$ cat src/sv/cac_pkg.sv
// Shared types, widths and constants for the correspondence adjacency check.
// No dependencies; imported by every module of the block.
`timescale 1ns / 1ps
package cac_pkg;

    localparam int MAX_MATCHES_DEF = 64;

    localparam int COORD_W   = 24;
    localparam int PIX_W     = 16;
    localparam int REG_W     = 23;
    localparam int CFG_IDX_W = 8;
    localparam int SLOT_W    = 6;
    localparam int MASK_W    = 64;
    localparam int SQ_W      = 2 * COORD_W + 2;   // sum of three squares
    localparam int ROOT_W    = SQ_W / 2;          // one root bit per bit pair
    localparam int REM_W     = ROOT_W + 3;
    localparam int STEP_W    = $clog2(ROOT_W);
    localparam int DIST_W    = REG_W + 2;         // distances and thresholds
    localparam int PSUM_W    = 2 * PIX_W + 1;

    // 20 pixels in Q12.4, squared
    localparam logic [PSUM_W-1:0] PIX_LIMIT_SQ = PSUM_W'((20 * 16) * (20 * 16));

    localparam logic [CFG_IDX_W-1:0] REG_EXTENT    = CFG_IDX_W'(0);
    localparam logic [CFG_IDX_W-1:0] REG_RANGE_ERR = CFG_IDX_W'(1);

    localparam int S_TDATA_W = 6 * COORD_W + 2 * PIX_W;   // 6 coords + 2 pixels = 176
    localparam int M_TDATA_W = 136;           // slot + two masks, padded

    // Controller to datapath commands
    typedef struct packed {
        logic accept;     // latch new match, clear masks
        logic rd_en;      // read stored match
        logic diff_en;    // register coordinate differences
        logic sq_en;      // register squares
        logic load_root;  // sum squares, start root units
        logic root_step;  // one root bit
        logic cmp_en;     // compare and set mask bit
        logic finish;     // load output register, store match
        logic drop;       // store was full
    } cac_cmd_t;

    // Datapath to controller status
    typedef struct packed {
        logic out_busy;   // result register still held
    } cac_stat_t;

endpackage

$ cat src/sv/cac_ctrl.sv
// Controller: sequences the comparison of a new match against each stored match.
// Depends on cac_pkg.
`timescale 1ns / 1ps
module cac_ctrl #(
    parameter int MAX_MATCHES = cac_pkg::MAX_MATCHES_DEF
) (
    input  logic                              aclk,
    input  logic                              aresetn,
    input  logic                              s_tvalid,
    output logic                              s_tready,
    input  logic                              first_of_set,
    input  cac_pkg::cac_stat_t                stat,
    output cac_pkg::cac_cmd_t                 cmd,
    output logic [$clog2(MAX_MATCHES)-1:0]    idx,
    output logic [$clog2(MAX_MATCHES)-1:0]    slot
);
    import cac_pkg::*;

    localparam int IDX_W = $clog2(MAX_MATCHES);
    localparam int CNT_W = $clog2(MAX_MATCHES + 1);

    typedef enum logic [2:0] {
        S_IDLE, S_READ, S_DIFF, S_SQ, S_SUM, S_ROOT, S_CMP, S_DONE
    } state_t;

    state_t            state_reg;
    logic [CNT_W-1:0]  cnt_reg;
    logic [IDX_W-1:0]  idx_reg;
    logic [STEP_W-1:0] step_reg;
    logic              drop_reg;
    logic              accept;
    logic [CNT_W-1:0]  cnt_eff;
    logic              last_entry;

    assign s_tready   = (state_reg == S_IDLE);
    assign accept     = s_tvalid && s_tready;
    assign cnt_eff    = first_of_set ? '0 : cnt_reg;
    assign last_entry = (CNT_W'(idx_reg) + CNT_W'(1)) == cnt_reg;
    assign idx        = idx_reg;
    assign slot       = cnt_reg[IDX_W-1:0];

    // command decode
    always_comb begin
        cmd           = '0;
        cmd.accept    = accept;
        cmd.rd_en     = (state_reg == S_READ);
        cmd.diff_en   = (state_reg == S_DIFF);
        cmd.sq_en     = (state_reg == S_SQ);
        cmd.load_root = (state_reg == S_SUM);
        cmd.root_step = (state_reg == S_ROOT);
        cmd.cmp_en    = (state_reg == S_CMP);
        cmd.finish    = (state_reg == S_DONE) && !stat.out_busy;
        cmd.drop      = drop_reg;
    end

    always_ff @(posedge aclk) begin
        if (!aresetn) begin
            state_reg <= S_IDLE;
            cnt_reg   <= '0;
            idx_reg   <= '0;
            step_reg  <= '0;
            drop_reg  <= 1'b0;
        end else begin
            unique case (state_reg)
                S_IDLE: begin
                    if (accept) begin
                        cnt_reg  <= cnt_eff;
                        idx_reg  <= '0;
                        drop_reg <= (cnt_eff == CNT_W'(MAX_MATCHES));
                        if (cnt_eff == '0 || cnt_eff == CNT_W'(MAX_MATCHES)) begin
                            state_reg <= S_DONE;
                        end else begin
                            state_reg <= S_READ;
                        end
                    end
                end
                S_READ: state_reg <= S_DIFF;
                S_DIFF: state_reg <= S_SQ;
                S_SQ:   state_reg <= S_SUM;
                S_SUM: begin
                    step_reg  <= '0;
                    state_reg <= S_ROOT;
                end
                S_ROOT: begin
                    step_reg <= step_reg + STEP_W'(1);
                    if (step_reg == STEP_W'(ROOT_W - 1)) begin
                        state_reg <= S_CMP;
                    end
                end
                S_CMP: begin
                    if (last_entry) begin
                        state_reg <= S_DONE;
                    end else begin
                        idx_reg   <= idx_reg + IDX_W'(1);
                        state_reg <= S_READ;
                    end
                end
                S_DONE: begin
                    if (!stat.out_busy) begin
                        if (!drop_reg) begin
                            cnt_reg <= cnt_reg + CNT_W'(1);
                        end
                        state_reg <= S_IDLE;
                    end
                end
                default: state_reg <= S_IDLE;
            endcase
        end
    end
endmodule

$ cat config.mk
export PLATFORM = sky130hd
export DESIGN_NAME = cac_ctrl
export DESIGN_NICKNAME = d
export VERILOG_FILES = /design/src/sv/cac_pkg.sv /design/src/sv/cac_ctrl.sv
export SDC_FILE = /design/constraint.sdc
export NUM_CORES = 1
export LEC_CHECK = 0
export BUFFER_PORTS_ARGS = -buffer_cell sky130_fd_sc_hd__buf_2
export CORE_UTILIZATION = 30
export CTS_CLUSTER_DIAMETER = 60
export DETAILED_ROUTE_END_ITERATION = 6
export HOLD_SLACK_MARGIN = 0.02
export PLACE_DENSITY = 0.59
export SLEW_MARGIN = 15
export SYNTH_ARGS = -nofsm -noshare
export SYNTH_HDL_FRONTEND = slang
export SYNTH_SLANG_ARGS = --single-unit
$ cat constraint.sdc
create_clock -name aclk -period 3.4 [get_ports aclk]
set_clock_uncertainty 0.15 [all_clocks]
set_input_delay 0.68 -clock aclk [delete_from_list [all_inputs] [get_ports aclk]]
set_output_delay 0.68 -clock aclk [all_outputs]
set_load 0.05 [all_outputs]
==> results of run 1 <==
layout make-up:
cell class	count	area share, %
clock buffers	3	2.367
clock inverters	1	1.722
inverters	8	1.722
multi-input cells	150	56.24
flip-flops and latches	22	25.25
well taps	67	4.806
repair buffers	27	7.891
through the flow:
stage                     cells  hold WS [ns]  area (µm²)  util [%]  worst slack (ns)
after floorplan             200        0.3109        1560         -            0.7259
after detailed placement    274        0.3377        1673     34.50            0.5370
after CTS                   278        0.3524        1744     35.97            0.4721
after global placement      274        0.3293        1673     34.50            0.5678
final                       278        0.3582        1744     35.97            0.4733
after global routing        278        0.3811        1744     35.97            0.3722
power by group:
| group | internal [mW] | total, mW | switching (mW) | leakage [nW] |
|---|---|---|---|---|
| combinational | 0.106 | 0.371 | 0.265 | 0.499 |
| sequential | 0.279 | 0.346 | 0.0675 | 0.178 |
| clock | 0.157 | 0.253 | 0.0959 | 0.0357 |
synthesized netlist by cell type (2+ instances only):
cell | instances | area (µm²)
o21a_1 | 4 | 30.03
nand2_1 | 16 | 60.06
and3_1 | 2 | 12.51
and2_1 | 2 | 12.51
nor3_1 | 12 | 60.06
nand2b_1 | 4 | 25.02
nand4_1 | 8 | 50.05
xor2_1 | 6 | 52.55
nand3_1 | 9 | 45.04
clkbuf_1 | 9 | 33.78
ha_1 | 4 | 50.05
mux2i_1 | 5 | 50.05
inv_1 | 8 | 30.03
nor2_1 | 18 | 67.56
buf_4 | 8 | 60.06
dfxtp_1 | 22 | 440.4
nand3b_1 | 3 | 22.52
o21ai_0 | 7 | 35.03
nand4b_1 | 3 | 26.28
a31oi_1 | 7 | 43.79
xnor2_1 | 2 | 17.52
a2bb2oi_1 | 2 | 17.52
nor2b_1 | 3 | 18.77
buf_2 | 3 | 15.01
nor4_1 | 2 | 12.51
a21oi_1 | 9 | 45.04
worst paths after layout:
| path | end | slack [ns] | cells past startpoint |
|---|---|---|---|
| worst min-delay path | step_reg[1] | 0.36 | 2 |
| worst max register to register | idx[1] | 0.77 | 6 |
| worst max-delay path | cmd[8] | 0.47 | 3 |
| worst min register to register | step_reg[1] | 0.36 | 2 |
worst reg2reg max path, stage by stage (launching register included):
cell and delay, ns:
dfxtp_1 0.47, ha_1 0.35, nand3_4 0.12, or3_4 0.40, a2111oi_4 0.62, a31oi_1 0.24
mux2i_1 0.16
placed cells by master, fill, tap and decap left out, types with 4 or more instances in the layout:
cell type,n
nand4_1,8
a21oi_1,9
xor2_1,6
ha_1,4
dfxtp_1,22
nand2_1,16
o21ai_0,7
mux2i_1,5
nand3_1,9
inv_1,8
a31oi_1,7
buf_2,26
o21a_1,4
nor2_1,18
nand2b_1,4
nor3_1,12
per-layer routing:
metal	share of wire, %	global-route usage [%]	routed length, µm	up-vias
met5	0	0	0	-
met4	0.56	2.564	21	0
met3	5.0	3.117	187	2
met2	43	22.73	1592	39
met1	52	20.95	1928	681
li1	-	-	-	749
cells by family after synthesis:
logic type | Yosys count
simple gates | 89
buf+inv | 28
flops | 22
xor+xnor | 8
fa+ha+maj | 4
mux | 6
compound gates | 43
==> results_dict.tcl, run 1 <==
set metrics [dict create \
    grt_pass1_wl_um 6258 \
    ys_async_sr_fraction_pct 0 \
    timing.final.crit_share_pct 86.08 \
    final.min_clock_period_ns 2.927 \
    worstMarginPinSlew_ns 0.5835 \
    synth_fa_ha_area_share_pct 3.208 \
    path_cells "or4b_2, inv_1, buf_2" \
    io_buffers 26 \
    cts-root-buf "clkbuf_8" \
    rsz0062_at_grt "no" \
    cts_resized 0 \
    largest_reg_flops 7 \
    fill_cells 521 \
    synthXorXnorAreaFrac_pct 4.491 \
    crit_fanout 16 \
    slew_viol_final 0 \
    synth_fp_nets 209 \
    io_pins 27 \
    wirelength_um 3729 \
    numCtsBuffers 3 \
    clk_pin_slew_worst_paths_ns 0.08 \
    path_buf_inv 2 \
    synthSimpleGateAreaFrac_pct 31.19 \
    synth_edf_count 0 \
    insertion_delay_ns 0.27 \
    overflow 0 \
    postSynthAreaPerCell_um2 7.801 \
    finalHoldViolations 0 \
    powerDensity_nw_per_um2 556.5 \
    antenna_found_initial 0 \
    startpoint_type "flop" \
    tns_ns 0 \
    diodes 0 \
    htreeDepth 1 \
    synth.distinct_cells 48 \
    relSlewSlack_pct 61.10 \
    worstPathArrival_ns 2.10 \
    drt-pass1-iter-count 4 \
    finalSetupViolations 0 \
    hold_path_startpoint "step_reg[1]" \
    peakVddDrop_uv 260.4 \
    drive_gt1_share_pct 18.48 \
    power.leakage_nw 0.7125 \
    grt_max_degree 20 \
    max_stage_delay_ns 0.85 \
    clockBufferDepth 2 \
    start_util_pct 32.18 \
    antenna_left 0 \
    crit_type "reg -> out" \
    r2r-start "idx[0]" \
    total_power_mw 0.9706 \
    cts_hold_buffers 0 \
    drtIter0Drc 96 \
    seqCellArea_um2 440.4 \
    routedWlPerCell_um 13.41 \
    ys_seq_area_share_pct 28.23 \
    grt.total_usage_pct 14.63 \
    ys.warnings.count 0 \
    die_area_um2 5493 \
    vias 1471 \
    final_nets 221 \
    clock-sinks 22 \
    syn-cell-area_um2 1560 \
    core_um2 4848 \
    cts_tree "done" \
    globalplace.congestion 0.8342 \
    synth_top_family_by_area "simple AND/OR/NAND/NOR gates" \
    cp-startpoint "state_reg[1]" \
    cpMaxStageDelayCell "or4b_2" \
    max_cap_violations 0 \
    drc 0 \
    outcome "completed" \
    syn-instance-count 200 \
    die_x_um 74.12 \
    max_freq_ghz 0.3417 \
    cp.required_ns 2.57 \
    multiInputGateArea_um2 980.9 \
    crit_family "simple AND/OR/NAND/NOR gates" \
    cp-end-kind "output port" \
    synth-compound-area-share_pct 20.05 \
    fp-row-count 25 \
    synth-main-ff-cell "dfxtp_1" \
    viasPerCell 5.291 \
    hold_path.class "reg -> reg" \
    area_delta_synth_final_pct 11.79 \
    synth_seq_cells 22 \
    synth.area.mux_share_pct 3.929 \
    grt_pass1_vias 1310 \
    dieHeight_um 74.12 \
    place_hpwl_um 2725 \
    postCtsSetupRepairBufs 0 \
]
Note: power is estimated with default switching activity, not from simulation.
==> inputs of run 2 (changes only) <==
--- a/config.mk
+++ b/config.mk
@@ -13,2 +13,3 @@
 export PLACE_DENSITY = 0.59
+export SETUP_SLACK_MARGIN = 0.5
 export SLEW_MARGIN = 15
==> constraint.sdc (replaced) <==
create_clock -name aclk -period 3.4 [get_ports aclk]
set_clock_uncertainty 0.15 [all_clocks]
set_input_delay 0.17 -clock aclk [delete_from_list [all_inputs] [get_ports aclk]]
set_output_delay 0.17 -clock aclk [all_outputs]
set_load 0.05 [all_outputs]
==> run 2 against run 1 <==
Net effect:
- cell count is 0.36% lower
- via count is 1.4% higher
- routed wire length is 1.8% higher
- critical endpoint is now idx[1]
- largest cell class unchanged
==> results_dict.tcl, run 2 (synthesis gave the netlist of run 1 again) <==
set metrics [dict create \
    cpMaxStageDelayCell "a2111oi_4" \
    vias 1491 \
    antenna_left 0 \
    die_area_um2 5493 \
    fp-row-count 25 \
    relSlewSlack_pct 60.50 \
    cts_resized 0 \
    place_hpwl_um 2717 \
    place_ws_ns 0.8239 \
    worstHoldEndpoint "state_reg[0]" \
    io_buffers 26 \
    routedWlPerCell_um 13.70 \
    htreeDepth 1 \
    drt-pass1-iter-count 4 \
    final.min_clock_period_ns 2.569 \
    globalplace.congestion 0.7974 \
    slew_viol_final 0 \
    r2r-end "idx[1]" \
    hold_path_depth 3 \
    cp-startpoint "idx[0]" \
    powerDensity_nw_per_um2 515.0 \
    antenna_found_initial 0 \
    max_stage_delay_ns 0.62 \
    outcome "completed" \
    crit_fanout 9 \
    clkPwrFrac_pct 18.7 \
    crit_type "reg -> reg" \
    cts_tree "done" \
    finalSetupViolations 0 \
    p_sw_share_pct 47.51 \
    multiInputGateArea_um2 980.9 \
    seqCellArea_um2 440.4 \
    drc 0 \
    fill_cells 515 \
    rr_worst_depth 6 \
    layout_common_cells "buf_2, dfxtp_1, nor2_1" \
    wirelength_um 3795 \
    worst_slack_ns 0.8306 \
    postCtsSetupRepairBufs 0 \
    core_um2 4848 \
    peakVddDrop_uv 268.0 \
    die_x_um 74.12 \
    clock-sinks 22 \
    max_freq_ghz 0.3892 \
    busiest_layer "met2" \
    final_nets 221 \
    cts_hold_buffers 0 \
    rsz0062_at_grt "no" \
    tns_ns 0 \
    dieHeight_um 74.12 \
    hold_path.class "in -> reg" \
    largest_reg_flops 7 \
    p_int_mw 0.4634 \
    clk_pin_slew_worst_paths_ns 0.08 \
    power.share.combinational_pct 42.0 \
    cp-end-kind "flop" \
    numCtsBuffers 3 \
    gr-usage-met2_pct 22.63 \
    area_delta_synth_final_pct 9.863 \
    grtUsageMet1_pct 20.62 \
    worstPathArrival_ns 2.57 \
    cp.required_ns 3.40 \
    r2r_setup_slack_ns 0.83 \
    start_util_pct 32.18 \
    layoutNonFillerInstCount 277 \
    io_pins 27 \
    grt_pass1_wl_um 6306 \
    finalHoldViolations 0 \
    cts-root-buf "clkbuf_8" \
    dpl.cell_count 274 \
    layout_commonest_cell "buf_2" \
    power.leakage_nw 0.6984 \
    worstMarginPinSlew_ns 0.5925 \
    grt.total_usage_pct 15.00 \
    startpoint_type "flop" \
    max_cap_violations 0 \
    viasPerCell 5.383 \
    timing.final.crit_share_pct 75.57 \
    drive_gt1_share_pct 18.10 \
    diodes 0 \
    r2r-start "idx[0]" \
    met3_usage_pct 3.794 \
    grt_max_degree 21 \
    insertion_delay_ns 0.26 \
    grt_pass1_vias 1350 \
    seqPwrFrac_pct 39.3 \
    clockBufferDepth 2 \
    netSwitchingPower_mw 0.4194 \
    hold_path_startpoint "s_tvalid" \
    path_cells "ha_1, nand3_4, or3_4, a2111oi_4, a31oi_1, mux2i_1" \
    drtIter0Drc 66 \
    overflow 0 \
]
-- run 2: changes by cell type in the layout (fill, tap and decap cells not counted) --
cell       delta
bufinv_16     -1
-- run 2: power by group through the flow --
| stage | clock network [mW] | logic (mW) | registers (mW) |
|---|---|---|---|
| 6_report | 0.165 | 0.371 | 0.347 |
| 5_1_grt | 0.190 | 0.407 | 0.355 |
| 4_1_cts | 0.175 | 0.372 | 0.346 |
| 3_5_place_dp | 0 | 0.371 | 0.351 |
| 3_3_place_gp | 0 | 0.375 | 0.349 |
| 2_1_floorplan | 0 | 0.342 | 0.308 |
-- run 2: critical path, delay by kind of cell (launching register included) --
family | cells | cell delay, ns
compound gates | 2 | 0.86
simple gates | 2 | 0.52
flops | 1 | 0.44
fa+ha+maj | 1 | 0.33
mux | 1 | 0.16
-- run 2: per-stage QoR --
stage               hold WS (ns)  util (%)  total power [mW]  instance area (µm²)
global route             0.08303     35.35            0.9516                 1714
floorplan                 0.2019         -            0.6497                 1560
finish                   0.07702     35.35            0.8828                 1714
CTS                      0.06592     35.35            0.8931                 1714
detailed placement        0.3383     34.50            0.7225                 1673
global placement          0.3280     34.50            0.7243                 1673
-- run 2: final cells by class --
cell class | instances | share of cell area, %
Multi-Input combinational cell | 150 | 57.23
Sequential cell | 22 | 25.69
Timing Repair Buffer | 27 | 8.029
Tap cell | 67 | 4.891
Clock buffer | 3 | 2.409
Inverter | 8 | 1.752
-- run 2: worst max-delay path by stage --
stage                        end  slack [ns]  cells after the start
global placement          idx[0]        0.89                      6
CTS                       idx[1]        0.81                      6
detailed placement        idx[1]        0.82                      6
floorplan                 idx[0]        0.73                      6
finish                    idx[1]        0.83                      6
global route        state_reg[1]        0.66                      6
-- run 2: routing by layer --
| layer | up-vias | part of all wire (%) | routed length (µm) |
|---|---|---|---|
| met1 | 696 | 50 | 1880 |
| met3 | 4 | 5.5 | 208 |
| met5 | - | 0 | 0 |
| met4 | 0 | 1.3 | 48 |
| li1 | 746 | - | - |
| met2 | 45 | 44 | 1657 |
